### config.mk
export PLATFORM = sky130hd
export DESIGN_NAME = rmq_div_cell
export DESIGN_NICKNAME = d
export VERILOG_FILES = /design/src/design/rmq_div_cell.sv
export SDC_FILE = /design/constraint.sdc
export NUM_CORES = 1
export LEC_CHECK = 0
export BUFFER_PORTS_ARGS = -buffer_cell sky130_fd_sc_hd__buf_2
export CAP_MARGIN = 20
export CORE_AREA = 2 2 283 285
export DETAILED_ROUTE_END_ITERATION = 8
export DIE_AREA = 0 0 285 287
export GPL_TIMING_DRIVEN = 0
export PLACE_DENSITY = 0.56
export SLEW_MARGIN = 20
export SYNTH_ARGS = -nofsm -noshare
export SYNTH_HDL_FRONTEND = slang
export SYNTH_SLANG_ARGS = --single-unit
### constraint.sdc
create_clock -name clk -period 0.8 [get_ports clk]
set_input_delay 0.24 -clock clk [delete_from_list [all_inputs] [get_ports clk]]
set_output_delay 0.24 -clock clk [all_outputs]
set_load 0.01 [all_outputs]
### src/design/rmq_div_cell.sv
`default_nettype none
// ----------------------------------------------------------------------------
// Rotation matrix to quaternion divider cell
// One restoring division step for three lanes that share a shifted divisor.
// ----------------------------------------------------------------------------
module rmq_div_cell #(
	parameter int CW     = 64,
	parameter int QW     = 32,
	parameter int SIDE_W = 8
) (
	input  wire logic              clk,
	input  wire logic              arst_n,
	input  wire logic              en,
	input  wire logic              v_in,
	input  wire logic [CW-1:0]     dd_in,
	input  wire logic [2:0][CW-1:0] rem_in,
	input  wire logic [2:0][QW-1:0] q_in,
	input  wire logic [SIDE_W-1:0] side_in,
	output logic                   v_out,
	output logic [CW-1:0]          dd_out,
	output logic [2:0][CW-1:0]     rem_out,
	output logic [2:0][QW-1:0]     q_out,
	output logic [SIDE_W-1:0]      side_out
);
	logic              v_q;
	logic [CW-1:0]     dd_q;
	logic [2:0][CW-1:0] rem_q;
	logic [2:0][QW-1:0] q_q;
	logic [SIDE_W-1:0] side_q;
	logic [2:0]        ge;

	always_comb begin
		for (int l = 0; l < 3; l++) begin
			ge[l] = rem_in[l] >= dd_in;
		end
	end

	always_ff @(posedge clk or negedge arst_n) begin
		if (!arst_n) begin
			v_q <= 1'b0;
		end else if (en) begin
			v_q <= v_in;
		end
	end

	always_ff @(posedge clk) begin
		if (en) begin
			dd_q   <= dd_in >> 1;
			side_q <= side_in;
			for (int l = 0; l < 3; l++) begin
				rem_q[l] <= ge[l] ? rem_in[l] - dd_in : rem_in[l];
				q_q[l]   <= {q_in[l][QW-2:0], ge[l]};
			end
		end
	end

	assign v_out    = v_q;
	assign dd_out   = dd_q;
	assign rem_out  = rem_q;
	assign q_out    = q_q;
	assign side_out = side_q;

endmodule
`default_nettype wire

==> reports/qor.txt <==
Status: finished, violations left
Failing checks: negative hold slack, negative setup slack
R2R cell count: 1
Starting DRT DRC Count: 1,665
Most Frequent Cell on Critical Path: o31ai_4
Kind of critical path: primary input to flop
Die height: 287 microns
Crit path buffers/inverters: 3
DR vias: 25,070
Element type at the critical path end: flop
EDFF count, synth: 359
Placed instance area: 30,570 sq um
Num ports: 725
Layout cell share with drive strength beyond 1: 41.01%
Initial Utilization: 31.31%
Avg WL per Cell: 23.47 microns
Top_reg_cell synth: edfxtp_1
Die width: 285 microns
Crit path capture: rem_out[127]$_DFFE_PP_
Finished Cell Area: 40,350 sq um
Post-DP HPWL: 85,400 microns
Worst R2R End: v_out$_DFFE_PN0P_
Worst-margin pin slew: 0.8068 ns
CP max stage cell: a2111oi_4
First-pass GRT wire length: 154,700 microns
Part of the cycle the worst path needs: 399.2%
CP required: 1.15 ns
Max stage delay on crit path: 0.57 ns
CP delay by family, top: compound AO/OA/AOI/OAI gates
Drt total wl: 114,100 microns
Pwr per Cell Area: 1808 nW/um^2
Post-Route Hold Slack: -0.007419 ns
Post-Syn Area: 24,620 sq um
Metal-1 WL: 46,640 microns
H-tree depth: 2
Die Footprint: 81,800 sq um
Max Root-Sink Buffers: 3
Clock skew: 0 ns
Final slew viol count: 0
Worst R2R Setup Slack: 0.06 ns
Net Count, Synth: 3,087
Largest net degree at the start of global routing: 93
Post-synthesis register bit count: 360
Crit-path cells: buf_6 > clkinvlp_4 > ha_2 > nand4_1 > inv_1 > o311ai_4 > a2111oi_4 > o31ai_4 > o31ai_4 > a211oi_2 > o21a_1 > o21ai_2 > xnor2_1 > mux2_4
Worst IR Drop VDD: 1.345 mV
Antenna Nets Post-Route: 0
All-layer global routing usage: 25.53%
Root Driver: clkbuf_16
Max-cap viol count: 0
F_max: 313.1 MHz
R2r startpoint: v_out$_DFFE_PN0P_
LEAKAGE: 0.01700 uW
Headroom to the max-slew limit: 45.72%
Row count: 103
Syn Inst Count: 2,528
Asr flop ratio synth: 0.2778%
Layout area overhead: 63.90%
Gpl congestion: 0.9119
Routed length on met2: 53,920 microns
Initial antenna violation count: 40
Post-route setup slack: -2.394 ns
Worst path depth: 14
Final worst path period need: 3.194 ns
Port bufs: 720
Number of remaining DRC errors: 0
Min-delay worst type: primary input to flop
Drt first pass iters: 6
Vias in the first global route: 23,960
Arr. time, crit path: 3.55 ns
Fin util: 51.33%
Final Hold Vio Count: 3
Crit path launch: dd_in[8]
Vias per cell: 5.158
Hold Startpoint: en
Placeable Area: 78,610 sq um
Worst skew pair latency: 0.59 ns
CTS tree: yes
Clock transition at path regs: 0.07 ns
Number of buffers created by CTS: 46
CP startpoint kind: primary input
Sequential-to-total area share from yosys stat: 43.89%
Final setup viols: 729
Final net count: 4,313
RSZ-0062 raised after global routing: yes
Sink Count: 360
Highest metal used: met5
Synth warnings: 0
Synth cell types: 86
Synthesized area per cell: 9.738 sq um
Max FO, Critical Path: 6
Pre-CTS setup slack: -4.108 ns
GRT Residual Overflow: 0
Met3 WL: 8642 microns
-- worst min-delay path by stage --
| stage | to | slack [ns] | cells after the start |
|---|---|---|---|
| after floorplan | v_out$_DFFE_PN0P_ | -0.06 | 0 |
| after global placement | v_out$_DFFE_PN0P_ | 0.02 | 1 |
| after detailed placement | v_out$_DFFE_PN0P_ | 0.02 | 1 |
| after CTS | rem_out[7]$_DFFE_PP_ | -0.10 | 3 |
| after global routing | rem_out[88]$_DFFE_PP_ | -0.03 | 1 |
| final | rem_out[88]$_DFFE_PP_ | -0.007 | 1 |
-- registers in the layout (all words and copies together) (netlist names) --
name and cells:
dd_out 63, q_out 96, rem_out 192, side_out 8
v_out 1
-- through the flow --
| step | instances | TNS, ns | hold WS (ns) | total power, uW |
|---|---|---|---|---|
| 2_1_floorplan | 2528 | -418.17 | -0.05559 | 36310 |
| 3_3_place_gp | 4298 | -3016.32 | 0.01600 | 44390 |
| 4_1_cts | 4742 | -701.93 | -0.1026 | 68530 |
| 3_5_place_dp | 4302 | -967.61 | 0.01539 | 44260 |
| 5_1_grt | 4848 | -707.63 | -0.02624 | 76160 |
| 6_report | 4861 | -666.02 | -0.007419 | 72960 |
-- area by class of cell --
class                      count  area (sq um)
antenna                       22         55.05
timing repair buffer        1206          9049
inverter                     119         626.9
buffer                       101          1030
tap                         1050          1314
sequential                   360         10810
fill                        7225         38260
clock buffer                  52          1174
clock inverter                31         342.8
multi-input combinational   1920         15950
-- where the power goes --
| group | switching, uW | internal, uW |
|---|---|---|
| clock network | 9060 | 12300 |
| logic | 15200 | 12300 |
| registers | 579 | 23500 |
-- layer usage --
metal	global-route usage, %	vias to the layer above
met2	42.09	946
met3	6.444	242
met4	10.65	38
met5	0	-
met1	31.84	11910
li1	-	11940
-- logic make-up (layout without fill, tap and decap cells) --
logic type      count (synthesis)  after routing  synth area share, %
mux                            30             30                1.367
compound gates                857            857                22.01
fa+ha+maj                     195            195                10.00
other cells                     1             23              0.01523
xor+xnor                      179            179                6.368
simple gates                  657            658                12.35
buf+inv                       249           1509                3.990
flops                         360            360                43.89
-- synthesized netlist by cell type (64+ instances only) --
library cell  count  share of area, %
a21o_1          135               4.1
ha_1            192               9.8
xor2_1           81               2.9
xnor2_1          98               3.5
nor2_1          147               2.2
clkbuf_1        100               1.5
nand4_1          64               1.6
edfxtp_1        359                44
a21oi_1         251               5.1
inv_1           118               1.8
o21ai_0         213               4.3
nand2_1         265               4.0
-- what timing repair did --
action,in CTS,in global routing
cloned,3,23
endpoints found under the hold margin,345,31
pin swaps,43,149
resized for setup,165,700
setup buffers,36,96
setup endpoints to repair,728,729
hold buffers,321,9
-- layout by cell type (no fill, tap or decap), types with 28 or more instances in the layout --
| cell | n |
|---|---|
| inv_1 | 73 |
| buf_12 | 38 |
| edfxtp_1 | 359 |
| buf_4 | 96 |
| nand4_1 | 64 |
| ha_4 | 46 |
| a21oi_2 | 54 |
| nand3_1 | 35 |
| buf_6 | 37 |
| a21o_1 | 133 |
| ha_1 | 134 |
| nand2_2 | 28 |
| buf_2 | 704 |
| xor2_1 | 81 |
| nor2_1 | 100 |
| xnor2_1 | 95 |
| clkbuf_16 | 70 |
| clkbuf_1 | 47 |
| nand2_1 | 205 |
| o21ai_2 | 70 |
| nor2_4 | 40 |
| o21a_1 | 28 |
| a21oi_1 | 182 |
| o21ai_0 | 107 |
| nand2_4 | 31 |
| dlygate4sd3_1 | 330 |
| o21bai_1 | 41 |
| o21ai_1 | 39 |
No activity file was read; power rests on OpenSTA's default activity.
