File: src/design/rmq_pkg.sv
`default_nettype none
// ----------------------------------------------------------------------------
// Rotation matrix to quaternion package
// Default widths and the codes for the branch that a word takes.
// ----------------------------------------------------------------------------
package rmq_pkg;

	localparam int DATA_WIDTH_DEF = 32;
	localparam int FRAC_BITS_DEF  = 30;

	typedef enum logic [1:0] {
		CASE_X     = 2'd0,
		CASE_Y     = 2'd1,
		CASE_Z     = 2'd2,
		CASE_TRACE = 2'd3
	} case_t;

endpackage
`default_nettype wire

File: src/design/rmq_front.sv
`default_nettype none
// ----------------------------------------------------------------------------
// Rotation matrix to quaternion front stage
// Picks the branch, forms the root argument and the three sum and difference terms.
// ----------------------------------------------------------------------------
module rmq_front #(
	parameter int DATA_WIDTH = 32,
	parameter int FRAC_BITS  = 30,
	parameter int AW         = 34,
	parameter int TW         = 33
) (
	input  wire logic                       clk,
	input  wire logic                       arst_n,
	input  wire logic                       en,
	input  wire logic                       v_in,
	input  wire logic [8:0][DATA_WIDTH-1:0] m,
	output logic                            v_s1,
	output logic [AW-2:0]                   arg_s1,
	output logic [2:0][TW-1:0]              mag_s1,
	output logic [2:0]                      neg_s1,
	output rmq_pkg::case_t                  case_s1,
	output logic                            deg_s1
);
	import rmq_pkg::*;

	logic signed [AW-1:0] e [9];
	logic signed [AW-1:0] one, trace, arg, di, dj, dk;
	logic signed [AW-1:0] t [3];
	logic                 trace_pos, deg;
	case_t                cs;
	logic [1:0]           ii;

	always_comb begin
		for (int n = 0; n < 9; n++) begin
			e[n] = AW'($signed(m[n]));
		end
		one = {{(AW-1){1'b0}}, 1'b1} << FRAC_BITS;
		trace = e[0] + e[4] + e[8];
		trace_pos = !trace[AW-1] && (trace != '0);
		ii = 2'd0;
		if (e[4] > e[0]) begin
			ii = 2'd1;
		end
		if (e[8] > ((ii == 2'd1) ? e[4] : e[0])) begin
			ii = 2'd2;
		end
		case (ii)
			2'd0: begin
				cs = CASE_X;
				di = e[0]; dj = e[4]; dk = e[8];
				t[0] = e[3] + e[1]; t[1] = e[6] + e[2]; t[2] = e[7] - e[5];
			end
			2'd1: begin
				cs = CASE_Y;
				di = e[4]; dj = e[8]; dk = e[0];
				t[0] = e[7] + e[5]; t[1] = e[1] + e[3]; t[2] = e[2] - e[6];
			end
			default: begin
				cs = CASE_Z;
				di = e[8]; dj = e[0]; dk = e[4];
				t[0] = e[2] + e[6]; t[1] = e[5] + e[7]; t[2] = e[3] - e[1];
			end
		endcase
		if (trace_pos) begin
			cs = CASE_TRACE;
			arg = trace + one;
			t[0] = e[7] - e[5]; t[1] = e[2] - e[6]; t[2] = e[3] - e[1];
		end else begin
			arg = di - dj - dk + one;
		end
		deg = !trace_pos && (arg[AW-1] || (arg == '0));
	end

	always_ff @(posedge clk or negedge arst_n) begin
		if (!arst_n) begin
			v_s1 <= 1'b0;
		end else if (en) begin
			v_s1 <= v_in;
		end
	end

	always_ff @(posedge clk) begin
		if (en) begin
			arg_s1  <= deg ? '0 : arg[AW-2:0];
			case_s1 <= cs;
			deg_s1  <= deg;
			for (int l = 0; l < 3; l++) begin
				neg_s1[l] <= t[l][AW-1];
				mag_s1[l] <= t[l][AW-1] ? TW'(-t[l]) : TW'(t[l]);
			end
		end
	end

endmodule
`default_nettype wire

File: config.mk
export PLATFORM = sky130hd
export DESIGN_NAME = rmq_front
export DESIGN_NICKNAME = d
export VERILOG_FILES = /design/src/design/rmq_pkg.sv /design/src/design/rmq_front.sv
export SDC_FILE = /design/constraint.sdc
export NUM_CORES = 1
export LEC_CHECK = 0
export BUFFER_PORTS_ARGS = -buffer_cell sky130_fd_sc_hd__buf_4
export CAP_MARGIN = 0
export CORE_MARGIN = 3
export CORE_UTILIZATION = 65
export CTS_CLUSTER_DIAMETER = 40
export CTS_CLUSTER_SIZE = 14
export DETAILED_ROUTE_END_ITERATION = 10
export HOLD_SLACK_MARGIN = 0.15
export PLACE_DENSITY = 0.95
export SETUP_SLACK_MARGIN = 0.15
export SLEW_MARGIN = 5
export SYNTH_ARGS = -nofsm -noshare
export SYNTH_HDL_FRONTEND = slang
export SYNTH_SLANG_ARGS = --single-unit
export TNS_END_PERCENT = 100
File: constraint.sdc
create_clock -name clk -period 1.4 [get_ports clk]
set_clock_uncertainty 0.1 [all_clocks]
set_input_delay 0 -clock clk [delete_from_list [all_inputs] [get_ports clk]]
set_output_delay 0 -clock clk [all_outputs]
set_load 0.02 [all_outputs]
==> Flow_metrics.wiki, run 1 <==
{| class="wikitable"
! Metric !! Value
|-
| Sequential fraction of the synthesis area || 13.6%
|-
| Post-synth EDFFs || 138
|-
| Die height || 223 um
|-
| Number of warnings issued by yosys || 0
|-
| Number of top-level pins || 431
|-
| Syn Inst Count || 4187
|-
| Average size of a mapped cell || 7.31 sq um
|-
| Share of cell area taken by muxes after synthesis || 2.66%
|-
| Most common flop cell mapped by yosys || sky130_fd_sc_hd__edfxtp_1
|-
| Number of unique standard cell types used by synthesis || 105
|-
| Proportion of synthesized flip-flops having asynchronous set or reset || 0.719%
|-
| Die width || 223 um
|-
| Row count || 78
|-
| Simple logic cell fraction of the synthesized area || 21.1%
|-
| Cell area after synthesis || 30600 sq um
|-
| First error message || Error: detail_place.tcl, 38 bad optional access
|-
| Count of input and output buffers || 430
|-
| Area share of xor/xnor cells in the synthesized design || 8.50%
|-
| Stop stage || 3_5_place_dp
|-
| Number of synthesized register bits || 139
|-
| Adder and majority gate portion of the synthesized area || 19.3%
|-
| Status || stopped before the end
|-
| Combinational family with the most area after synthesis || compound AO/OA/AOI/OAI gates
|-
| Gpl congestion || 1.16
|-
| Number of nets in the synthesized netlist || 4907
|-
| Initial cell density of the core || 66.6%
|-
| Post-synthesis compound-gate area fraction || 28.5%
|}
[logic make-up after synthesis]
family | Yosys count
and+or+nand+nor | 1392
AOI/OAI and AO/OA | 1358
buffers and inverters | 495
adders and majority gates | 428
xor gates and xnor gates | 297
DFF | 139
muxes | 78
[through the flow]
stage,TNS [ps],hold slack [ps]
global placement,-738050,-325
floorplan,-644640,-396
[Yosys cell counts (81+ instances only)]
cell type	instances	share of area (%)
sky130_fd_sc_hd__nand2_1	496	6.1
sky130_fd_sc_hd__a21oi_1	481	7.9
sky130_fd_sc_hd__nor2_1	365	4.5
sky130_fd_sc_hd__ha_1	356	15
sky130_fd_sc_hd__inv_1	262	3.2
sky130_fd_sc_hd__o21ai_0	223	3.6
sky130_fd_sc_hd__xnor2_1	205	5.9
sky130_fd_sc_hd__clkbuf_1	145	1.8
sky130_fd_sc_hd__edfxtp_1	138	14
sky130_fd_sc_hd__nor3_1	96	1.6
sky130_fd_sc_hd__xor2_1	92	2.6
sky130_fd_sc_hd__nand3_1	90	1.5
sky130_fd_sc_hd__a21o_1	81	2.0
==> run 2, diff against run 1 <==
--- a/config.mk
+++ b/config.mk
@@ -8,13 +8,9 @@
 export BUFFER_PORTS_ARGS = -buffer_cell sky130_fd_sc_hd__buf_4
 export CAP_MARGIN = 0
 export CORE_MARGIN = 3
-export CORE_UTILIZATION = 65
-export CTS_CLUSTER_DIAMETER = 40
-export CTS_CLUSTER_SIZE = 14
+export CORE_UTILIZATION = 40
 export DETAILED_ROUTE_END_ITERATION = 10
-export HOLD_SLACK_MARGIN = 0.15
-export PLACE_DENSITY = 0.95
-export SETUP_SLACK_MARGIN = 0.15
+export PLACE_DENSITY_LB_ADDON = 0.15
 export SLEW_MARGIN = 5
 export SYNTH_ARGS = -nofsm -noshare
 export SYNTH_HDL_FRONTEND = slang
==> Flow_metrics.wiki, run 2 <==
{| class="wikitable"
! Metric !! Value
|-
| Hold depth || 5
|-
| Violations in the final reports || negative setup slack
|-
| CP max FO || 7
|-
| Post-synth EDFFs || 138
|-
| Worst Path Class, Setup || in2reg
|-
| Average size of a mapped cell || 7.31 sq um
|-
| Most flop-heavy register || mag_s1
|-
| Most used cells in the layout excluding fill and tap cells || sky130_fd_sc_hd__buf_4 (2023), sky130_fd_sc_hd__nand2_1 (485), sky130_fd_sc_hd__a21oi_1 (388)
|-
| Leakage power figure || 24.1 nW
|-
| Largest register FFs || 99
|-
| Core ar. || 75100 sq um
|-
| Initial cell density of the core || 40.8%
|-
| Total stage count of the critical path || 41
|-
| Sequential fraction of the synthesis area || 13.6%
|-
| CTS buffer count || 17
|-
| Most frequent standard cell in the layout excluding fill and tap cells || sky130_fd_sc_hd__buf_4
|-
| Final setup fails || 138
|-
| Drt initial violations || 3774
|-
| Total power consumption of the routed design || 0.0891 W
|-
| Max-slew headroom at the worst pin || 40.0%
|-
| Number of synthesized register bits || 139
|-
| Clock-pin slew reported for the worst setup and hold paths after clock tree synthesis || 80 ps
|-
| Fraction of synthesized cell area taken by the top area cell type || 14.6%
|-
| Path depth of the worst reg2reg path || 1
|-
| Fraction of the cycle the final worst path needs || 586%
|-
| Area contributors post-synth || sky130_fd_sc_hd__ha_1 (15%), sky130_fd_sc_hd__edfxtp_1 (14%), sky130_fd_sc_hd__a21oi_1 (7.9%)
|-
| Worst slew pin tran || 886 ps
|-
| Kind of end point of the critical path || flop
|-
| Clock tree from TritonCTS || built
|-
| Most numerous cell types in the synthesized netlist || sky130_fd_sc_hd__nand2_1 (496), sky130_fd_sc_hd__a21oi_1 (481), sky130_fd_sc_hd__nor2_1 (365)
|-
| Number of nets in the synthesized netlist || 4907
|-
| Buf+Inv Stages, Crit Path || 13
|-
| CTS H-Tree Depth || 4
|-
| Worst-case vdd ir drop || 1.59 mV
|-
| DR vias || 40300
|-
| Number of warnings issued by yosys || 0
|-
| Most common flop cell mapped by yosys || sky130_fd_sc_hd__edfxtp_1
|-
| Worst stage delay on the critical path || 580 ps
|-
| Final worst path period need || 8210 ps
|-
| Fin util || 68.0%
|-
| Number of max-slew violations in the final report || 0
|-
| Fraction of layout instances using a drive strength above 1 || 42.5%
|-
| Row count || 100
|-
| Die height || 283 um
|-
| Growth of design area from synthesis to finish || 66.9%
|-
| Number of unique standard cell types used by synthesis || 105
|-
| RSZ-0062 raised after global routing || yes
|-
| Maximum number of pins on one net before global-route repair || 71
|-
| Final hold slack || 145 ps
|-
| Setup slack after placement || -7510 ps
|-
| Post-DRT Antenna Nets || 0
|-
| Root buffer cell || sky130_fd_sc_hd__clkbuf_16
|-
| Crit start category || input port
|-
| Total Routing Usage GR || 36.4%
|-
| Cell taking the most area after synthesis || sky130_fd_sc_hd__ha_1
|-
| Clock latency at the later pin of the worst-skew pair || 450 ps
|-
| Gpl congestion || 1.03
|-
| Power density over the cells || 1740 nW/um^2
|-
| Remaining global-route overflow || 0
|-
| Number of nets at the end of the flow || 6834
|-
| Max Cap Violations || 0
|-
| Number of antenna violations at the first check in global routing || 1
|-
| Length of the first detailed-routing pass in iterations || 6
|-
| Cell area after synthesis || 30600 sq um
|-
| Number of fillers in the final layout || 6459
|-
| Critical path required time || 1580 ps
|-
| Final routed wirelength across all metal layers || 155000 um
|-
| Dpl hpwl || 127000 um
|-
| Proportion of synthesized flip-flops having asynchronous set or reset || 0.719%
|-
| Number of global-route vias before repair || 38100
|-
| Final hold violation count || 0
|-
| Die area || 79800 sq um
|-
| Highest Clock Rate || 122 MHz
|-
| Clock tree buffer depth || 2
|-
| Die width || 283 um
|-
| CP max stage cell || sky130_fd_sc_hd__or4_4
|-
| CTS sink cnt || 139
|-
| Remaining DRCs || 0
|-
| Syn Inst Count || 4187
|-
| Top cell family by delay on the critical path || simple AND/OR/NAND/NOR gates
|-
| WL/cell || 21.8 um
|-
| Library cell with the highest instance count after synthesis || sky130_fd_sc_hd__nand2_1
|-
| Kind of path behind the tightest hold check || in2reg
|-
| First-pass GRT wire length || 223000 um
|-
| Count of input and output buffers || 430
|-
| Number of top-level pins || 431
|-
| Arrival time reported for the critical path endpoint || 8380 ps
|-
| Final worst slack || -6810 ps
|-
| Regs by FF count || mag_s1: 99 flops, arg_s1: 33 flops, neg_s1: 3 flops
|-
| Vias per std cell || 5.67
|-
| Status || complete, but fails checks
|}
## run 2: logic make-up (layout without fill, tap and decap cells)
kind of cell / Yosys count / in the layout / synth area share, %
AND/OR/NAND/NOR: 1392 / 1392 / 21.1
AO/OA/AOI/OAI: 1358 / 1362 / 28.5
buffers and inverters: 495 / 2431 / 6.36
adder cells (fa/ha/maj): 428 / 428 / 19.3
XOR/XNOR: 297 / 297 / 8.50
flip-flops: 139 / 139 / 13.6
multiplexers: 78 / 78 / 2.66
other: 0 / 1 / 0
## run 2: metal layers
metal / global-route usage, % / up-vias / routed length [um] / part of all wire [%]
met1: 44.7 / 18800 / 60200 / 39
met3: 4.65 / 418 / 12100 / 7.8
met5: 0 / - / 0 / 0
met2: 62.5 / 1929 / 72900 / 47
li1: - / 19100 / - / -
met4: 18.7 / 0 / 9830 / 6.3
## run 2: power breakdown
group          leakage (nW)  internal [W]  switching, W
combinational          22.4        0.0360        0.0399
clock                 0.299       0.00244       0.00243
sequential             1.36       0.00740      0.000995
## run 2: worst paths after layout
kind                                  start                 endpoint  slack, ps
max                                   m[24]         deg_s1$_DFFE_PP_      -6810
min                                  m[256]  arg_s1[0]$_SDFFCE_PP0P_        140
max reg2reg                v_s1$_DFFE_PN0P_         v_s1$_DFFE_PN0P_        540
min reg2reg                v_s1$_DFFE_PN0P_         v_s1$_DFFE_PN0P_        440
max in group asynchronous            arst_n         v_s1$_DFFE_PN0P_        820
min in group asynchronous            arst_n         v_s1$_DFFE_PN0P_        280
## run 2: final cells by class
class / count / area (sq um) / share of cell area (%)
antenna: 1 / 2.50 / 0.00490
clock buffer: 17 / 425 / 0.833
clock inverter: 15 / 194 / 0.380
inverter: 268 / 1050 / 2.05
multi-input combinational: 3557 / 27000 / 52.9
sequential: 139 / 4170 / 8.16
tap: 969 / 1210 / 2.37
timing repair buffer: 2131 / 17000 / 33.3
## run 2: repair_timing
item,in CTS,in global routing
hold buffers,4,0
setup endpoints to repair,138,138
pin swaps,58,130
gates resized for setup,157,276
hold endpoints to repair,79,0
gates cloned,13,13
buffers inserted,33,60
## run 2: stage by stage
stage                     instance area (sq um)  instances  setup TNS (ps)
final                                     51100       7097         -755190
after global routing                      51100       7097         -765030
after CTS                                 49100       7041         -659120
after detailed placement                  47200       6965         -831920
after global placement                    47200       6965         -826000
after floorplan                           31800       4187         -644640
(Power assumes the default switching activity.)
